`config.mk`:
```
export PLATFORM = sky130hd
export DESIGN_NAME = lrc_fifo
export DESIGN_NICKNAME = d
export VERILOG_FILES = /design/src/rtl/core/lrc_pkg.sv /design/src/rtl/core/lrc_fifo.sv
export SDC_FILE = /design/constraint.sdc
export NUM_CORES = 1
export LEC_CHECK = 0
export BUFFER_PORTS_ARGS = -buffer_cell sky130_fd_sc_hd__buf_2
export CAP_MARGIN = 20
export CORE_MARGIN = 2
export CORE_UTILIZATION = 35
export DETAILED_ROUTE_END_ITERATION = 12
export SLEW_MARGIN = 10
export SYNTH_ARGS = -nofsm -noshare
export SYNTH_HDL_FRONTEND = slang
export SYNTH_SLANG_ARGS = --single-unit
```
`constraint.sdc`:
```
create_clock -name clk -period 11.4 [get_ports clk]
set_input_delay 1.71 -clock clk [delete_from_list [all_inputs] [get_ports clk]]
set_output_delay 1.71 -clock clk [all_outputs]
set_load 0.01 [all_outputs]
```
`src/rtl/core/lrc_pkg.sv`:
```
// lrc_pkg: shared constants, register codes, state and queue word types
// for the Lorentzian residual cost block. No dependencies.
`default_nettype none

package lrc_pkg;

    localparam int LRC_FRAC_BITS  = 16;
    localparam int LRC_FIFO_DEPTH = 4;
    localparam int LRC_DATA_W     = 32;
    localparam int LRC_LW_W       = 31;
    localparam int LRC_WIDE_W     = 64;
    localparam int LRC_IDX_W      = 2;

    typedef enum logic [LRC_IDX_W-1:0] {
        REG_OFFSET    = 2'd0,
        REG_AMPLITUDE = 2'd1,
        REG_CENTER    = 2'd2,
        REG_LINEWIDTH = 2'd3
    } lrc_reg_idx_t;

    typedef enum logic [2:0] {
        ST_IDLE,
        ST_DIV,
        ST_MUL,
        ST_RES,
        ST_SQ,
        ST_ACC
    } lrc_state_t;

    // one classified point, front to back
    typedef struct packed {
        logic [LRC_WIDE_W-1:0] num;
        logic [LRC_WIDE_W-1:0] den;
        logic                  zero;
        logic [LRC_DATA_W-1:0] intensity;
        logic                  last;
    } lrc_work_t;

endpackage

`default_nettype wire

```
`src/rtl/core/lrc_fifo.sv`:
```
// lrc_fifo: short register queue of classified words between front and back.
// Depends on lrc_pkg.
`default_nettype none

module lrc_fifo
    import lrc_pkg::*;
#(
    parameter int DEPTH = LRC_FIFO_DEPTH
)
(
    input  wire logic      clk,
    input  wire logic      rst_n,
    input  wire logic      push,
    input  wire lrc_work_t wdata,
    output logic           full,
    input  wire logic      pop,
    output lrc_work_t      rdata,
    output logic           empty
);

    localparam int PTR_W = $clog2(DEPTH);

    lrc_work_t        mem_reg [DEPTH];
    logic [PTR_W:0]   wptr_reg;
    logic [PTR_W:0]   rptr_reg;

    assign empty = (wptr_reg == rptr_reg);
    assign full  = (wptr_reg[PTR_W-1:0] == rptr_reg[PTR_W-1:0])
                && (wptr_reg[PTR_W] != rptr_reg[PTR_W]);
    assign rdata = mem_reg[rptr_reg[PTR_W-1:0]];

    always_ff @(posedge clk or negedge rst_n)
    begin
        if (!rst_n)
        begin
            wptr_reg <= '0;
            rptr_reg <= '0;
        end
        else
        begin
            if (push && !full)
                wptr_reg <= wptr_reg + 1'b1;
            if (pop && !empty)
                rptr_reg <= rptr_reg + 1'b1;
        end
    end

    always_ff @(posedge clk)
    begin
        if (push && !full)
            mem_reg[wptr_reg[PTR_W-1:0]] <= wdata;
    end

endmodule

`default_nettype wire

```
==> flow_summary_export.csv <==
group,metric,value,unit
global_routing,grt-ovfl-total,0,
clock_network,cts.sinks,654,
timing,fin_setup_tns,0,ps
global_routing,grt_max_degree,115,
pwr,comb_power_share,0.269,
synth,ys_ff_latch,654,
placed_design,io_buffers,329,
synth,yosysSeqAreaShare,0.821,
layout,final_cell_area,28800,um2
synth,synth_area_leader_cell,"edfxtp_1",
synth,avgSynthCellArea,26.7,um2
placed_design,dp_hpwl,27800,um
timing,final_max_slew_viol_count,0,
global_routing,grt_pass1_wl,70700,um
synth,synth_edf_count,648,
pwr,pwr-share-clk,0.293,
synth,yosys_warnings,0,
synth,synth_cell_types,24,
clock_network,cts_tree,"done",
clock_network,cts_resized,0,
pwr,internal-power,0.00545,W
flow_run,cap_viol_max_count,0,
layout,final_cell_mix,"edfxtp_1, buf_2, mux4_2",
synth,syn_inst,896,
worst_setup_path,criticalPathCategory,"reg -> out",
run_status,status,"completed",
timing,clock_skew,21.6,ps
layout,drive_gt1_frac,0.465,
timing,period_share,0.425,
timing,worst_pin_slew,1090,ps
worst_setup_path,cp-start-kind,"flop",
pwr,vdd_drop_max,0.168,mV
drt,wl,47300,um
timing,layout_min_cycle_time,4840,ps
worst_setup_path,cp.arrival,3130,ps
worst_setup_path,end_kind,"output pin",
drt,dr.pass1.iters,4,
clock_network,cts_setup_buffers,0,
drt,drc,0,
layout,nets,1446,
floorplan,core,67400,um2
pwr,p_switching,0.00219,W
synth,synthFlopType,"edfxtp_1",
synth,yosysTopAreaCellShare,0.815,
worst_setup_path,worstPathMaxFanout,47,
clock_network,cts-root-buf,"clkbuf_16",
floorplan,start_util,0.354,
clock_network,cts.clk_slew.worst_paths,70,ps
global_routing,antenna_found_initial,6,
pwr,leakage,9.63,nW
synth,syn_area,23900,um2
timing,rsz0062_at_grt,"false",
placed_design,place_area,26500,um2
floorplan,rows,95,
layout,mostFrequentLayoutCell,"edfxtp_1",
drt,drt_iter0_drc,646,
pwr,p_per_area,265,nW/um2
layout,largest_reg_flops,648,
drt,wl_per_cell,21.5,um
placed_design,post-place-ws,6450,ps
global_routing,grt_usage,0.134,
worst_hold_path,hp-class,"reg -> reg",
layout,area.growth.synth_to_final,20.7,%
timing,fmax,0.207,GHz
timing,slew_headroom,0.276,
drt,ant_nets,0,
pwr,p_sw_frac,0.287,
timing,setup-violations-final,0,
drt,viasPerCell,4.86,
global_routing,grt_pass1_vias,11500,
timing,finalWorstSetupSlack,6560,ps
clock_network,insertion_delay,580,ps
drt,vias,10700,
timing,finalHoldViolCount,0,
synth,async_flop_share,0.00917,
clock_network,htree_levels,3,
floorplan,num_io_pins,330,
floorplan,die_area,70300,um2
clock_network,cts_buffers,70,
synth,synth.area.top_cells,"edfxtp_1, mux4_2, buf_6",
clock_network,cts_hold_buf,0,
clock_network,cts_buffer_depth,3,
synth,syn_nets,1067,
floorplan,die_x,265,um
floorplan,chipHeight,265,um
worst_setup_path,crit_required,9690,ps
placed_design,place_congestion,0.693,
pwr,seq_power_share,0.439,
power groups by stage:
stage	Clock (W)	Sequential, W	Combinational (W)
6_report	0.00224	0.00335	0.00205
5_1_grt	0.00239	0.00340	0.00223
4_1_cts	0.00231	0.00337	0.00213
3_5_place_dp	0	0.00342	0.00212
3_3_place_gp	0	0.00339	0.00211
2_1_floorplan	0	0.00340	0.00141
metrics by stage:
stage,utilization,power [W],cells,hold slack (ps)
4_1_cts,0.427,0.00781,2200,566
2_1_floorplan,-,0.00482,896,515
3_5_place_dp,0.393,0.00554,2075,544
6_report,0.428,0.00765,2204,564
3_3_place_gp,0.393,0.00550,2074,538
5_1_grt,0.427,0.00802,2202,597
synthesized netlist by cell type (3+ instances only):
| master | count |
|---|---|
| xor2_1 | 3 |
| buf_2 | 17 |
| buf_6 | 19 |
| edfxtp_1 | 648 |
| a21oi_1 | 4 |
| mux4_2 | 162 |
| inv_1 | 4 |
| dfrtp_1 | 6 |
| o31ai_1 | 4 |
| xnor2_1 | 5 |
| and3_1 | 3 |
| ha_1 | 5 |
cell families after synthesis:
family	share of synthesized area
muxes	0.153
adders and majority gates	0.00262
DFF	0.821
buffers and inverters	0.0135
AOI/OAI and AO/OA	0.00383
and+or+nand+nor	0.00251
xor gates and xnor gates	0.00362
worst max-delay path: stages, from the launching register on:
cell and delay (ps):
dfrtp_4 840, buf_4 850, mux4_2 630, buf_2 160
routing by layer:
layer	vias to the layer above	GRT usage	share of wire
met1	5654	0.164	0.40
met4	10	0.0537	0.031
met2	275	0.228	0.51
met5	-	0	0.0012
li1	4674	-	-
met3	105	0.0355	0.058
area by class of cell:
type | count | area, um2
Timing Repair Buffer | 345 | 1820
Multi-Input combinational cell | 200 | 3970
Tap cell | 873 | 1090
Clock buffer | 80 | 1790
Sequential cell | 654 | 19600
Fill cell | 5819 | 38600
Inverter | 4 | 15.0
Clock inverter | 45 | 503
Antenna cell | 3 | 7.51
worst paths after layout:
path	end	start	slack [ps]	depth (start not counted)
setup / recovery	rdata[52]	rptr_reg[0]	6560	3
hold / removal	wptr_reg[2]	wptr_reg[2]	560	1
setup reg to reg	mem_reg[1][83]	rptr_reg[0]	7090	5
hold reg to reg	wptr_reg[2]	wptr_reg[2]	560	1
max in group asynchronous	rptr_reg[1]	rst_n	10280	1
min in group asynchronous	wptr_reg[0]	rst_n	950	1
No activity file was read; power rests on OpenSTA's default activity.
