===== src/rtl/core/lrc_pkg.sv =====
// lrc_pkg: shared constants, register codes, state and queue word types
// for the Lorentzian residual cost block. No dependencies.
`default_nettype none

package lrc_pkg;

    localparam int LRC_FRAC_BITS  = 16;
    localparam int LRC_FIFO_DEPTH = 4;
    localparam int LRC_DATA_W     = 32;
    localparam int LRC_LW_W       = 31;
    localparam int LRC_WIDE_W     = 64;
    localparam int LRC_IDX_W      = 2;

    typedef enum logic [LRC_IDX_W-1:0] {
        REG_OFFSET    = 2'd0,
        REG_AMPLITUDE = 2'd1,
        REG_CENTER    = 2'd2,
        REG_LINEWIDTH = 2'd3
    } lrc_reg_idx_t;

    typedef enum logic [2:0] {
        ST_IDLE,
        ST_DIV,
        ST_MUL,
        ST_RES,
        ST_SQ,
        ST_ACC
    } lrc_state_t;

    // one classified point, front to back
    typedef struct packed {
        logic [LRC_WIDE_W-1:0] num;
        logic [LRC_WIDE_W-1:0] den;
        logic                  zero;
        logic [LRC_DATA_W-1:0] intensity;
        logic                  last;
    } lrc_work_t;

endpackage

`default_nettype wire


===== src/rtl/core/lrc_front.sv =====
// lrc_front: two-stage front end; forms (f-center)^2 and (linewidth/2)^2,
// picks numerator and denominator of the ratio. Depends on lrc_pkg.
`default_nettype none

module lrc_front
    import lrc_pkg::*;
(
    input  wire logic                  clk,
    input  wire logic                  rst_n,
    input  wire logic [LRC_DATA_W-1:0] frequency,
    input  wire logic [LRC_DATA_W-1:0] intensity,
    input  wire logic                  last,
    input  wire logic                  push,
    output logic                       full,
    input  wire logic [LRC_DATA_W-1:0] center,
    input  wire logic [LRC_LW_W-1:0]   linewidth,
    output lrc_work_t                  work,
    output logic                       work_push,
    input  wire logic                  work_full
);

    logic                  va_reg;
    logic                  vb_reg;
    logic [LRC_DATA_W-1:0] dm_reg;
    logic [LRC_DATA_W-1:0] ya_reg;
    logic                  la_reg;
    logic [LRC_WIDE_W-1:0] d2_reg;
    logic [LRC_WIDE_W-1:0] h2_reg;
    logic [LRC_DATA_W-1:0] yb_reg;
    logic                  lb_reg;

    logic                      advance;
    logic signed [LRC_DATA_W:0] diff;
    logic [LRC_DATA_W:0]       diff_mag;
    logic [2*LRC_LW_W-1:0]     g2;
    logic [LRC_WIDE_W:0]       den_sum;
    logic                      den_ovf;

    assign advance = !(vb_reg && work_full);
    assign full    = !advance;

    assign diff     = $signed({frequency[LRC_DATA_W-1], frequency})
                    - $signed({center[LRC_DATA_W-1], center});
    assign diff_mag = diff[LRC_DATA_W] ? (LRC_DATA_W+1)'(-diff) : (LRC_DATA_W+1)'(diff);
    assign g2       = (2*LRC_LW_W)'(linewidth) * (2*LRC_LW_W)'(linewidth);

    // a sum that leaves 64 bits gets both operands halved
    assign den_sum = {1'b0, d2_reg} + {1'b0, h2_reg};
    assign den_ovf = den_sum[LRC_WIDE_W];

    always_comb
    begin
        work.num       = den_ovf ? (h2_reg >> 1) : h2_reg;
        work.den       = den_ovf ? ((d2_reg >> 1) + (h2_reg >> 1)) : den_sum[LRC_WIDE_W-1:0];
        work.zero      = (d2_reg == '0);
        work.intensity = yb_reg;
        work.last      = lb_reg;
        work_push      = vb_reg && !work_full;
    end

    always_ff @(posedge clk or negedge rst_n)
    begin
        if (!rst_n)
        begin
            va_reg <= 1'b0;
            vb_reg <= 1'b0;
        end
        else if (advance)
        begin
            va_reg <= push;
            vb_reg <= va_reg;
        end
    end

    always_ff @(posedge clk)
    begin
        if (advance)
        begin
            dm_reg <= diff_mag[LRC_DATA_W-1:0];
            ya_reg <= intensity;
            la_reg <= last;
            d2_reg <= LRC_WIDE_W'(dm_reg) * LRC_WIDE_W'(dm_reg);
            h2_reg <= LRC_WIDE_W'(g2 >> 2);
            yb_reg <= ya_reg;
            lb_reg <= la_reg;
        end
    end

endmodule

`default_nettype wire


===== config.mk =====
export PLATFORM = sky130hd
export DESIGN_NAME = lrc_front
export DESIGN_NICKNAME = d
export VERILOG_FILES = /design/src/rtl/core/lrc_pkg.sv /design/src/rtl/core/lrc_front.sv
export SDC_FILE = /design/constraint.sdc
export NUM_CORES = 2
export LEC_CHECK = 0
export ABC_AREA = 1
export BUFFER_PORTS_ARGS = -buffer_cell sky130_fd_sc_hd__buf_2
export CAP_MARGIN = 30
export CORE_MARGIN = 5
export CORE_UTILIZATION = 30
export DETAILED_ROUTE_END_ITERATION = 16
export HOLD_SLACK_MARGIN = 0.06
export SYNTH_ARGS = -nofsm -noshare
export SYNTH_HDL_FRONTEND = slang
export SYNTH_SLANG_ARGS = --single-unit

===== constraint.sdc =====
create_clock -name clk -period 6.5 [get_ports clk]
set_input_delay 0.65 -clock clk [delete_from_list [all_inputs] [get_ports clk]]
set_output_delay 0.65 -clock clk [all_outputs]
set_load 0.02 [all_outputs]

==> results.sh <==
export IMPL_relSlewSlack_pct=26.7
export IMPL_grtUsageTotal_pct=17.6
export IMPL_period_minus_slack_ns=6.99
export IMPL_criticalPathCategory="flip-flop to flip-flop"
export IMPL_clk_pin_slew_ns=0.08
export IMPL_cp_max_fo=12
export IMPL_syn_area_um2=75400
export IMPL_setup_viol=61
export IMPL_ant_nets=0
export IMPL_syn_avg_cell_area_um2=8.08
export IMPL_cp_required_ns=6.87
export IMPL_fp_dieH_um=511
export IMPL_grt_pass1_wl_mm=366
export IMPL_synthArstFlopShare_pct=0.897
export IMPL_synth_edf_count=221
export IMPL_critPathArrivalTime_ns=7.36
export IMPL_routabilityCongestion=0.973
export IMPL_die_area_um2=262000
export IMPL_drt_iter0_drc=3915
export IMPL_ys_types=59
export IMPL_violations="negative setup slack"
export IMPL_setup_tns_ns=-14.59
export IMPL_largest_reg_flops=63
export IMPL_ys_seq_area_share_pct=8.86
export IMPL_clk_latency_ns=0.62
export IMPL_netlist_instances=9334
export IMPL_rsz0062_at_grt="true"
export IMPL_area_growth_pct=23.2
export IMPL_antenna_found_initial=8
export IMPL_ys_seq_elements=223
export IMPL_die_w_um=511
export IMPL_fmax_mhz=143
export IMPL_max_cap_violations=0
export IMPL_utilization_pct=37.1
export IMPL_ctsRootBufferMaster="clkbuf_16"
export IMPL_htree_levels=1
export IMPL_tightest_slew_ns=1.09
export IMPL_multiInputGateArea_um2=59800
export IMPL_hold_class="input port to flip-flop"
export IMPL_clock_sinks=223
export IMPL_yosys_warnings=0
export IMPL_seq_area_um2=6690
export IMPL_vias=61900
export IMPL_cts_buffers=27
export IMPL_clock_path_buffers=3
export IMPL_wl_per_cell_um=16.7
export IMPL_final_hold_viol_count=0
export IMPL_vias_per_cell=4.45
export IMPL_numPortBuffers=291
export IMPL_yosys_top_cells_count="inv_1, nand2_1, fa_1, ha_1, nor2_1"
export IMPL_outcome="finished, violations left"
export IMPL_fin_nets=12900
export IMPL_core_area_um2=251000
export IMPL_drive_above_1_share_pct=18.8
export IMPL_skew_ns=0.0542
export IMPL_start_util_pct=30.1
export IMPL_cts_tree="yes"
export IMPL_endpoint_kind="flip-flop"
export IMPL_synth_top_area_share_pct=40.9
export IMPL_routed_wl_mm=232
export IMPL_fillCellCount=26000
export IMPL_synth_area_leaders="fa_1, inv_1, ha_1"
export IMPL_grt_pass1_vias=64900
export IMPL_dr_pass1_iters=6
export IMPL_yosysTopAreaCell="fa_1"
export IMPL_drcViolationCount=0
export IMPL_setup_ws_ns=-0.491
export IMPL_maxSlewViolCount=0
export IMPL_row_count=184
export IMPL_num_io_pins=296
export IMPL_grt_start_max_net_pins=87
export IMPL_overflow=0
export IMPL_synth_most_common_cell="inv_1"
export IMPL_synth_flop_cell="edfxtp_1"
export IMPL_place_hpwl_mm=207
export IMPL_fin_crit_sh_pct=108
export IMPL_start_kind="flip-flop"
==> metrics by stage <==
stage | worst slack, ns | hold slack (ns) | instance area, um^2 | std cells
floorplan | -0.202 | 0.354 | 76500 | 9337
global placement | -0.918 | 0.401 | 89900 | 13900
detailed placement | -1.00 | 0.405 | 89900 | 13900
CTS | -0.437 | 0.215 | 91600 | 13900
global route | -0.705 | 0.220 | 93000 | 13900
finish | -0.491 | 0.248 | 93000 | 13900
==> area by class of cell <==
class | instances | area share, %
Multi-Input combinational cell | 6111 | 64.3
Clock inverter | 20 | 0.175
Clock buffer | 29 | 0.735
Antenna cell | 7 | 0.0188
Tap cell | 3348 | 4.51
Inverter | 2764 | 11.2
Timing Repair Buffer | 1423 | 11.9
Sequential cell | 223 | 7.19
==> worst max-delay path: stages, from the launching register on <==
cell and delay [ns]:
edfxtp_1 0.42, buf_12 0.18, buf_4 0.17, nand2_1 0.06, inv_1 0.07, fa_1 0.47
ha_1 0.31, a31o_2 0.23, fa_1 0.53, inv_1 0.06, fa_1 0.53, inv_1 0.05
fa_1 0.46, fa_1 0.57, fa_1 0.44, fa_1 0.51, ha_4 0.30, nand2_1 0.07
buf_4 0.16, nor2_4 0.15, nand2_2 0.12, nor4_4 0.32, nand3_2 0.13, nand3_4 0.13
a31oi_2 0.11, xnor2_1 0.16
==> final timing paths <==
path                          startpoint  depth (start not counted)  slack (ns)          to
setup / recovery              dm_reg[15]                         25       -0.49  d2_reg[57]
hold / removal             intensity[29]                          1        0.25  ya_reg[29]
setup reg to reg              dm_reg[15]                         25       -0.49  d2_reg[57]
hold reg to reg               ya_reg[31]                          0        0.41  yb_reg[31]
max in group asynchronous          rst_n                          2        6.02      vb_reg
min in group asynchronous          rst_n                          2        0.39      va_reg
==> layer usage <==
metal  track usage [%]  part of all wire, %  up-vias
met4              5.20                  3.6        2
met1              24.4                   44    30400
met2              29.3                   47     1591
li1                  -                    -    29700
met5                 0               0.0056        -
met3              1.61                  5.4      265
==> logic make-up after synthesis <==
| kind of cell | count (synthesis) | synth area share (%) |
|---|---|---|
| buffers and inverters | 3003 | 15.1 |
| AO/OA/AOI/OAI | 774 | 5.79 |
| other | 1 | 0.00497 |
| XOR/XNOR | 297 | 3.46 |
| adder cells (fa/ha/maj) | 2201 | 51.8 |
| AND/OR/NAND/NOR | 2835 | 14.9 |
| flip-flops | 223 | 8.86 |
==> layout by cell type (no fill, tap or decap), types with 19 or more instances in the layout <==
| cell | n |
|---|---|
| buf_2 | 270 |
| buf_4 | 1056 |
| nand4_1 | 25 |
| nand3_2 | 19 |
| fa_1 | 1497 |
| o21ai_2 | 24 |
| nor2_2 | 49 |
| buf_12 | 72 |
| nand3_1 | 123 |
| xor2_1 | 184 |
| inv_1 | 2723 |
| xnor2_1 | 85 |
| o21bai_1 | 38 |
| nand2_2 | 63 |
| nand2_1 | 1994 |
| nor4_1 | 20 |
| ha_1 | 602 |
| a31oi_1 | 35 |
| nor2_4 | 22 |
| o21ai_0 | 163 |
| nor2_1 | 419 |
| fa_2 | 45 |
| o21a_1 | 21 |
| o21ai_1 | 70 |
| a21o_1 | 32 |
| nor3_1 | 30 |
| edfxtp_1 | 221 |
| clkbuf_16 | 28 |
| ha_4 | 56 |
| a21oi_1 | 232 |
| a21oi_2 | 71 |
| inv_2 | 38 |
==> timing repair <==
action	CTS	global route
hold buffers	1	0
hold endpoints to repair	2	0
setup endpoints to repair	84	93
pin swaps	33	60
buffers inserted	0	12
gates cloned	0	1
gates resized for setup	217	263
Power is left out: the tool's default activity adds up to more than one toggle a clock period on the data nets, which glitch-free logic cannot reach.
