`config.mk`:
```
export PLATFORM = sky130hd
export DESIGN_NAME = lrc_back
export DESIGN_NICKNAME = d
export VERILOG_FILES = /design/src/rtl/core/lrc_pkg.sv /design/src/rtl/core/lrc_back.sv
export SDC_FILE = /design/constraint.sdc
export NUM_CORES = 2
export LEC_CHECK = 0
export BUFFER_PORTS_ARGS = -buffer_cell sky130_fd_sc_hd__buf_2
export CAP_MARGIN = 20
export CORE_MARGIN = 1.5
export CORE_UTILIZATION = 60
export CTS_CLUSTER_DIAMETER = 60
export DETAILED_ROUTE_END_ITERATION = 7
export GPL_ROUTABILITY_DRIVEN = 0
export MAX_ROUTING_LAYER = met4
export PLACE_DENSITY = 0.78
export SYNTH_ARGS = -nofsm -noshare
export SYNTH_HDL_FRONTEND = slang
export SYNTH_SLANG_ARGS = --single-unit
```
`constraint.sdc`:
```
create_clock -name clk -period 15.4 [get_ports clk]
set_input_delay 1.54 -clock clk [delete_from_list [all_inputs] [get_ports clk]]
set_output_delay 1.54 -clock clk [all_outputs]
set_load 0.02 [all_outputs]
```
`src/rtl/core/lrc_pkg.sv`:
```
// lrc_pkg: shared constants, register codes, state and queue word types
// for the Lorentzian residual cost block. No dependencies.
`default_nettype none

package lrc_pkg;

    localparam int LRC_FRAC_BITS  = 16;
    localparam int LRC_FIFO_DEPTH = 4;
    localparam int LRC_DATA_W     = 32;
    localparam int LRC_LW_W       = 31;
    localparam int LRC_WIDE_W     = 64;
    localparam int LRC_IDX_W      = 2;

    typedef enum logic [LRC_IDX_W-1:0] {
        REG_OFFSET    = 2'd0,
        REG_AMPLITUDE = 2'd1,
        REG_CENTER    = 2'd2,
        REG_LINEWIDTH = 2'd3
    } lrc_reg_idx_t;

    typedef enum logic [2:0] {
        ST_IDLE,
        ST_DIV,
        ST_MUL,
        ST_RES,
        ST_SQ,
        ST_ACC
    } lrc_state_t;

    // one classified point, front to back
    typedef struct packed {
        logic [LRC_WIDE_W-1:0] num;
        logic [LRC_WIDE_W-1:0] den;
        logic                  zero;
        logic [LRC_DATA_W-1:0] intensity;
        logic                  last;
    } lrc_work_t;

endpackage

`default_nettype wire

```
`src/rtl/core/lrc_back.sv`:
```
// lrc_back: sequencer for one word at a time: bit-serial ratio divide, model,
// residual square, saturating accumulate and result register. Depends on lrc_pkg.
`default_nettype none

module lrc_back
    import lrc_pkg::*;
#(
    parameter int FRAC_BITS = LRC_FRAC_BITS
)
(
    input  wire logic                  clk,
    input  wire logic                  rst_n,
    input  wire lrc_work_t             work,
    input  wire logic                  work_empty,
    output logic                       work_pop,
    input  wire logic [LRC_DATA_W-1:0] offset,
    input  wire logic [LRC_DATA_W-1:0] amplitude,
    output logic [LRC_WIDE_W-1:0]      cost,
    output logic                       saturated,
    output logic                       empty,
    input  wire logic                  pop
);

    localparam int Q_W    = FRAC_BITS + 1;
    localparam int CNT_W  = $clog2(FRAC_BITS);
    localparam int PROD_W = LRC_DATA_W + Q_W + 1;
    localparam int MOD_W  = LRC_DATA_W + 2;
    localparam int RES_W  = LRC_DATA_W + 4;

    lrc_state_t               state_reg, state_next;
    logic [CNT_W-1:0]         cnt_reg, cnt_next;
    logic [LRC_WIDE_W-1:0]    sum_reg, sum_next;
    logic                     clip_reg, clip_next;
    logic                     out_valid_reg, out_valid_next;

    logic [LRC_WIDE_W-1:0]    rem_reg, rem_next;
    logic [LRC_WIDE_W-1:0]    den_reg, den_next;
    logic [Q_W-1:0]           q_reg, q_next;
    logic [LRC_DATA_W-1:0]    y_reg, y_next;
    logic                     last_reg, last_next;
    logic signed [PROD_W-1:0] prod_reg, prod_next;
    logic [LRC_DATA_W-1:0]    rm_reg, rm_next;
    logic                     big_reg, big_next;
    logic [LRC_WIDE_W-1:0]    sq_reg, sq_next;
    logic                     sq_clip_reg, sq_clip_next;
    logic [LRC_WIDE_W-1:0]    cost_reg, cost_next;
    logic                     sat_reg, sat_next;

    logic [LRC_WIDE_W-1:0]    rem_sh;
    logic                     take;
    logic signed [PROD_W-1:0] prod_full;
    logic signed [PROD_W-1:0] prod_sh;
    logic signed [MOD_W-1:0]  model;
    logic signed [RES_W-1:0]  res;
    logic [RES_W-1:0]         res_mag;
    logic [LRC_WIDE_W:0]      acc;
    logic [LRC_WIDE_W-1:0]    sum_new;
    logic                     clip_new;

    // restoring divide step; the bit shifted out forces a subtract
    assign rem_sh = {rem_reg[LRC_WIDE_W-2:0], 1'b0};
    assign take   = rem_reg[LRC_WIDE_W-1] || (rem_sh >= den_reg);

    assign prod_full = PROD_W'($signed(amplitude)) * $signed(PROD_W'(q_reg));
    assign prod_sh   = prod_reg >>> FRAC_BITS;
    assign model     = MOD_W'($signed(offset)) + MOD_W'(prod_sh);
    assign res       = RES_W'($signed(y_reg)) - RES_W'(model);
    assign res_mag   = res[RES_W-1] ? RES_W'(-res) : RES_W'(res);

    assign acc      = {1'b0, sum_reg} + {1'b0, sq_reg};
    assign sum_new  = acc[LRC_WIDE_W] ? '1 : acc[LRC_WIDE_W-1:0];
    assign clip_new = clip_reg | sq_clip_reg | acc[LRC_WIDE_W];

    assign cost      = cost_reg;
    assign saturated = sat_reg;
    assign empty     = !out_valid_reg;

    always_comb
    begin
        state_next     = state_reg;
        cnt_next       = cnt_reg;
        sum_next       = sum_reg;
        clip_next      = clip_reg;
        out_valid_next = out_valid_reg && !pop;
        rem_next       = rem_reg;
        den_next       = den_reg;
        q_next         = q_reg;
        y_next         = y_reg;
        last_next      = last_reg;
        prod_next      = prod_reg;
        rm_next        = rm_reg;
        big_next       = big_reg;
        sq_next        = sq_reg;
        sq_clip_next   = sq_clip_reg;
        cost_next      = cost_reg;
        sat_next       = sat_reg;
        work_pop       = 1'b0;

        unique case (state_reg)
            ST_IDLE:
            begin
                if (!work_empty)
                begin
                    work_pop  = 1'b1;
                    rem_next  = work.num;
                    den_next  = work.den;
                    y_next    = work.intensity;
                    last_next = work.last;
                    cnt_next  = '0;
                    if (work.zero)
                    begin
                        // zero distance: ratio is exactly one
                        q_next     = Q_W'(1) << FRAC_BITS;
                        state_next = ST_MUL;
                    end
                    else
                    begin
                        q_next     = '0;
                        state_next = ST_DIV;
                    end
                end
            end
            ST_DIV:
            begin
                rem_next = take ? (rem_sh - den_reg) : rem_sh;
                q_next   = {q_reg[Q_W-2:0], take};
                cnt_next = cnt_reg + 1'b1;
                if (cnt_reg == CNT_W'(FRAC_BITS - 1))
                    state_next = ST_MUL;
            end
            ST_MUL:
            begin
                prod_next  = prod_full;
                state_next = ST_RES;
            end
            ST_RES:
            begin
                rm_next    = res_mag[LRC_DATA_W-1:0];
                big_next   = |res_mag[RES_W-1:LRC_DATA_W];
                state_next = ST_SQ;
            end
            ST_SQ:
            begin
                sq_next      = big_reg ? '1
                             : LRC_WIDE_W'(rm_reg) * LRC_WIDE_W'(rm_reg);
                sq_clip_next = big_reg;
                state_next   = ST_SQ == state_reg ? ST_ACC : state_reg;
            end
            ST_ACC:
            begin
                if (!last_reg)
                begin
                    sum_next   = sum_new;
                    clip_next  = clip_new;
                    state_next = ST_IDLE;
                end
                else if (!out_valid_reg || pop)
                begin
                    cost_next      = sum_new;
                    sat_next       = clip_new;
                    out_valid_next = 1'b1;
                    sum_next       = '0;
                    clip_next      = 1'b0;
                    state_next     = ST_IDLE;
                end
            end
            default:
            begin
                state_next = ST_IDLE;
            end
        endcase
    end

    always_ff @(posedge clk or negedge rst_n)
    begin
        if (!rst_n)
        begin
            state_reg     <= ST_IDLE;
            cnt_reg       <= '0;
            sum_reg       <= '0;
            clip_reg      <= 1'b0;
            out_valid_reg <= 1'b0;
        end
        else
        begin
            state_reg     <= state_next;
            cnt_reg       <= cnt_next;
            sum_reg       <= sum_next;
            clip_reg      <= clip_next;
            out_valid_reg <= out_valid_next;
        end
    end

    always_ff @(posedge clk)
    begin
        rem_reg     <= rem_next;
        den_reg     <= den_next;
        q_reg       <= q_next;
        y_reg       <= y_next;
        last_reg    <= last_next;
        prod_reg    <= prod_next;
        rm_reg      <= rm_next;
        big_reg     <= big_next;
        sq_reg      <= sq_next;
        sq_clip_reg <= sq_clip_next;
        cost_reg    <= cost_next;
        sat_reg     <= sat_next;
    end

endmodule

`default_nettype wire

```
==> impl_metrics.yaml <==
run_status:
  status: "finished with violations"
  failed_checks: "DRC"
logic_synthesis:
  synthCells: 7875
  syn_area_mm2: 0.07489
  synthXorXnorAreaFrac_pct: 3.883
  synth_top_family_by_area: "adder cells"
  synth_edf_count: 375
  muxShareOfSynthArea_pct: 0.2306
  synth_top_cell_by_area: "fa_1"
  synth.top_cells.by_area: "fa_1 35%, edfxtp_1 15%, ha_1 10%, inv_1 8.4%, nand2_1 4.6%"
  synth_fa_ha_area_share_pct: 45.33
  synthesis.nets: 10030
  yosys.area.top_type_share_pct: 35.15
  synth_compound_area_share_pct: 10.23
  ys_seq_elements: 448
  avgSynthCellArea_um2: 9.509
  synthSimpleGateAreaFrac_pct: 12.95
  synth_flop_cell: "edfxtp_1"
  yosysWarnings: 0
  synthDistinctLibCells: 87
  async_reset_ff_share_pct: 16.29
  ys_seq_area_share_pct: 17.48
floorplanning:
  num_rows: 129
  fp.dieH_um: 356.3
  io_pins: 297
  dieArea_mm2: 0.1269
  coreArea_mm2: 0.1238
  die_w_um: 356.3
  start_util_pct: 60.49
critical_path:
  crit_top_cell: "fa_1"
  ff2ff_setup_slack_ns: 6.51
  r2r_cells: 29
  critPathArrivalTime_ns: 9.27
  setup.worst_path.start: "rm_reg[10]"
  required_ns: 15.78
  timing.rr.start: "rm_reg[10]"
  cpPeakStageDelay_ns: 0.88
  end_kind: "register"
  worst-path-max-fanout: 19
  startpoint_type: "register"
  r2r_end: "sq_reg[63]"
  worstSetupPathType: "register to register"
  critPathSlowestCell: "edfxtp_1"
  endpoint: "sq_reg[63]"
hold_path:
  hold_class: "register to register"
  whs_path_depth: 2
detailed_routing:
  drtIter0Drc: 4097
  routed-via-count: 55950
  viasPerCell: 5.766
  routed_wl_um: 192000
  drcViolationCount: 14
  drtAntennaViolNets: 0
  post_drt_wl_per_cell_um: 19.78
  firstDrtPassIters: 8
placed_design:
  hpwl_um: 151000
  portBuffers: 296
layout:
  final_common_cell: "inv_1"
  drive_gt1_share_pct: 6.514
  final_cell_mix: "1668 x inv_1, 1315 x fa_1, 913 x nand2_1"
  fin_util_pct: 64.47
  layout.nets: 10150
  area_growth_pct: 6.573
timing:
  max_slew_margin_pct: 27.19
  fin_crit_sh_pct: 57.71
  clock_skew_ns: 0.02699
  setup_viol: 0
  hold_violations: 0
  fin_tns_setup_ns: 0
  rsz0062_at_grt: "no"
  clock.fmax_mhz: 112.5
  max_slew.worst_pin.slew_ns: 1.092
  slew_violations: 0
  layout_min_cycle_time_ns: 8.887
clocking:
  cts_buffer_depth: 3
  htreeDepth: 2
  cts_hold_buf: 0
  ctsRootBufferMaster: "clkbuf_16"
  cts_inserted_buffers: 53
  post-cts-setup-buffers: 0
  clock_latency_ns: 0.63
  clkTransAtPathRegs_ns: 0.06
  clock-sinks: 448
  cts_tree: "built"
  ctsResizeCount: 0
global_route:
  grt_overflow: 0
  grt_pass1_wl_um: 307100
  antenna_found_initial: 24
  grt_pass1_vias: 59100
  grt_usage_pct: 31.59
  grt_max_degree: 116
job:
  cap_violations: 0
==> final cells by class <==
type,instances,area (um2)
multi-input cells,5462,54430
fillers,9744,43990
flip-flops and latches,448,13090
inverters,1669,6266
well taps,1637,2048
repair buffers,365,2022
clock buffers,63,1458
clock inverters,37,439.2
diodes,23,57.56
==> worst min path at each step <==
| stage | from | to | slack [ns] |
|---|---|---|---|
| 3_5_place_dp | sum_reg[59] | sum_reg[59] | 0.48 |
| 2_1_floorplan | sum_reg[59] | sum_reg[59] | 0.46 |
| 6_report | sum_reg[59] | sum_reg[59] | 0.50 |
| 4_1_cts | sum_reg[59] | sum_reg[59] | 0.50 |
| 5_1_grt | sum_reg[22] | sum_reg[22] | 0.53 |
| 3_3_place_gp | sum_reg[59] | sum_reg[59] | 0.47 |
==> through the flow <==
stage / setup slack [ns] / std cells / hold WS, ns / cell area, um2
after floorplan: 0.5659 / 7875 / 0.4580 / 74890
after global placement: 6.460 / 9580 / 0.4697 / 77830
after detailed placement: 6.396 / 9580 / 0.4835 / 77830
after CTS: 6.625 / 9680 / 0.4973 / 79720
after global routing: 6.175 / 9702 / 0.5316 / 79800
final: 6.513 / 9704 / 0.4980 / 79810
==> synth_stat cells, types with 15 or more instances <==
cell	n
clkbuf_1	272
and2_1	424
and3_1	67
o21a_1	44
nand3_1	53
o21bai_1	57
o211ai_1	25
inv_1	1669
nor3_1	57
or2_2	15
a21oi_1	345
ha_1	609
nor2_1	232
mux2i_1	15
edfxtp_1	375
a21o_1	155
xnor2_1	195
a31o_2	22
o31ai_1	21
fa_1	1315
a211oi_1	33
nand2_1	915
xor2_1	137
dfrtp_1	73
nor2b_1	44
a31oi_1	45
o21ai_0	229
a22o_1	60
buf_2	16
nand4_1	51
nand2b_1	97
or3_1	20
==> cells by family (layout without fill, tap and decap cells) <==
family	count (synthesis)	count (layout)
DFF	448	448
and+or+nand+nor	2016	2016
muxes	17	17
other	0	23
xor gates and xnor gates	332	332
AOI/OAI and AO/OA	1173	1173
buffers and inverters	1965	2134
adders and majority gates	1924	1924
==> worst max-delay path, delay by kind of cell (launching register included) <==
family / cells / cell delay [ns]
AO/OA/AOI/OAI: 8 / 2.03
AND/OR/NAND/NOR: 4 / 0.60
flip-flops: 1 / 0.88
adder cells (fa/ha/maj): 9 / 4.39
buffers and inverters: 8 / 0.72
==> routing by layer <==
layer	GRT usage, %	share of wire, %	up-vias
met4	15.53	5.7	0
met3	4.578	7.5	551
li1	-	-	25120
met2	51.75	49	2386
met1	38.42	38	27900
met5	-	0	-
Power is not shown: default switching activity piles up to over one toggle a cycle in this logic, so the estimate is an artifact.
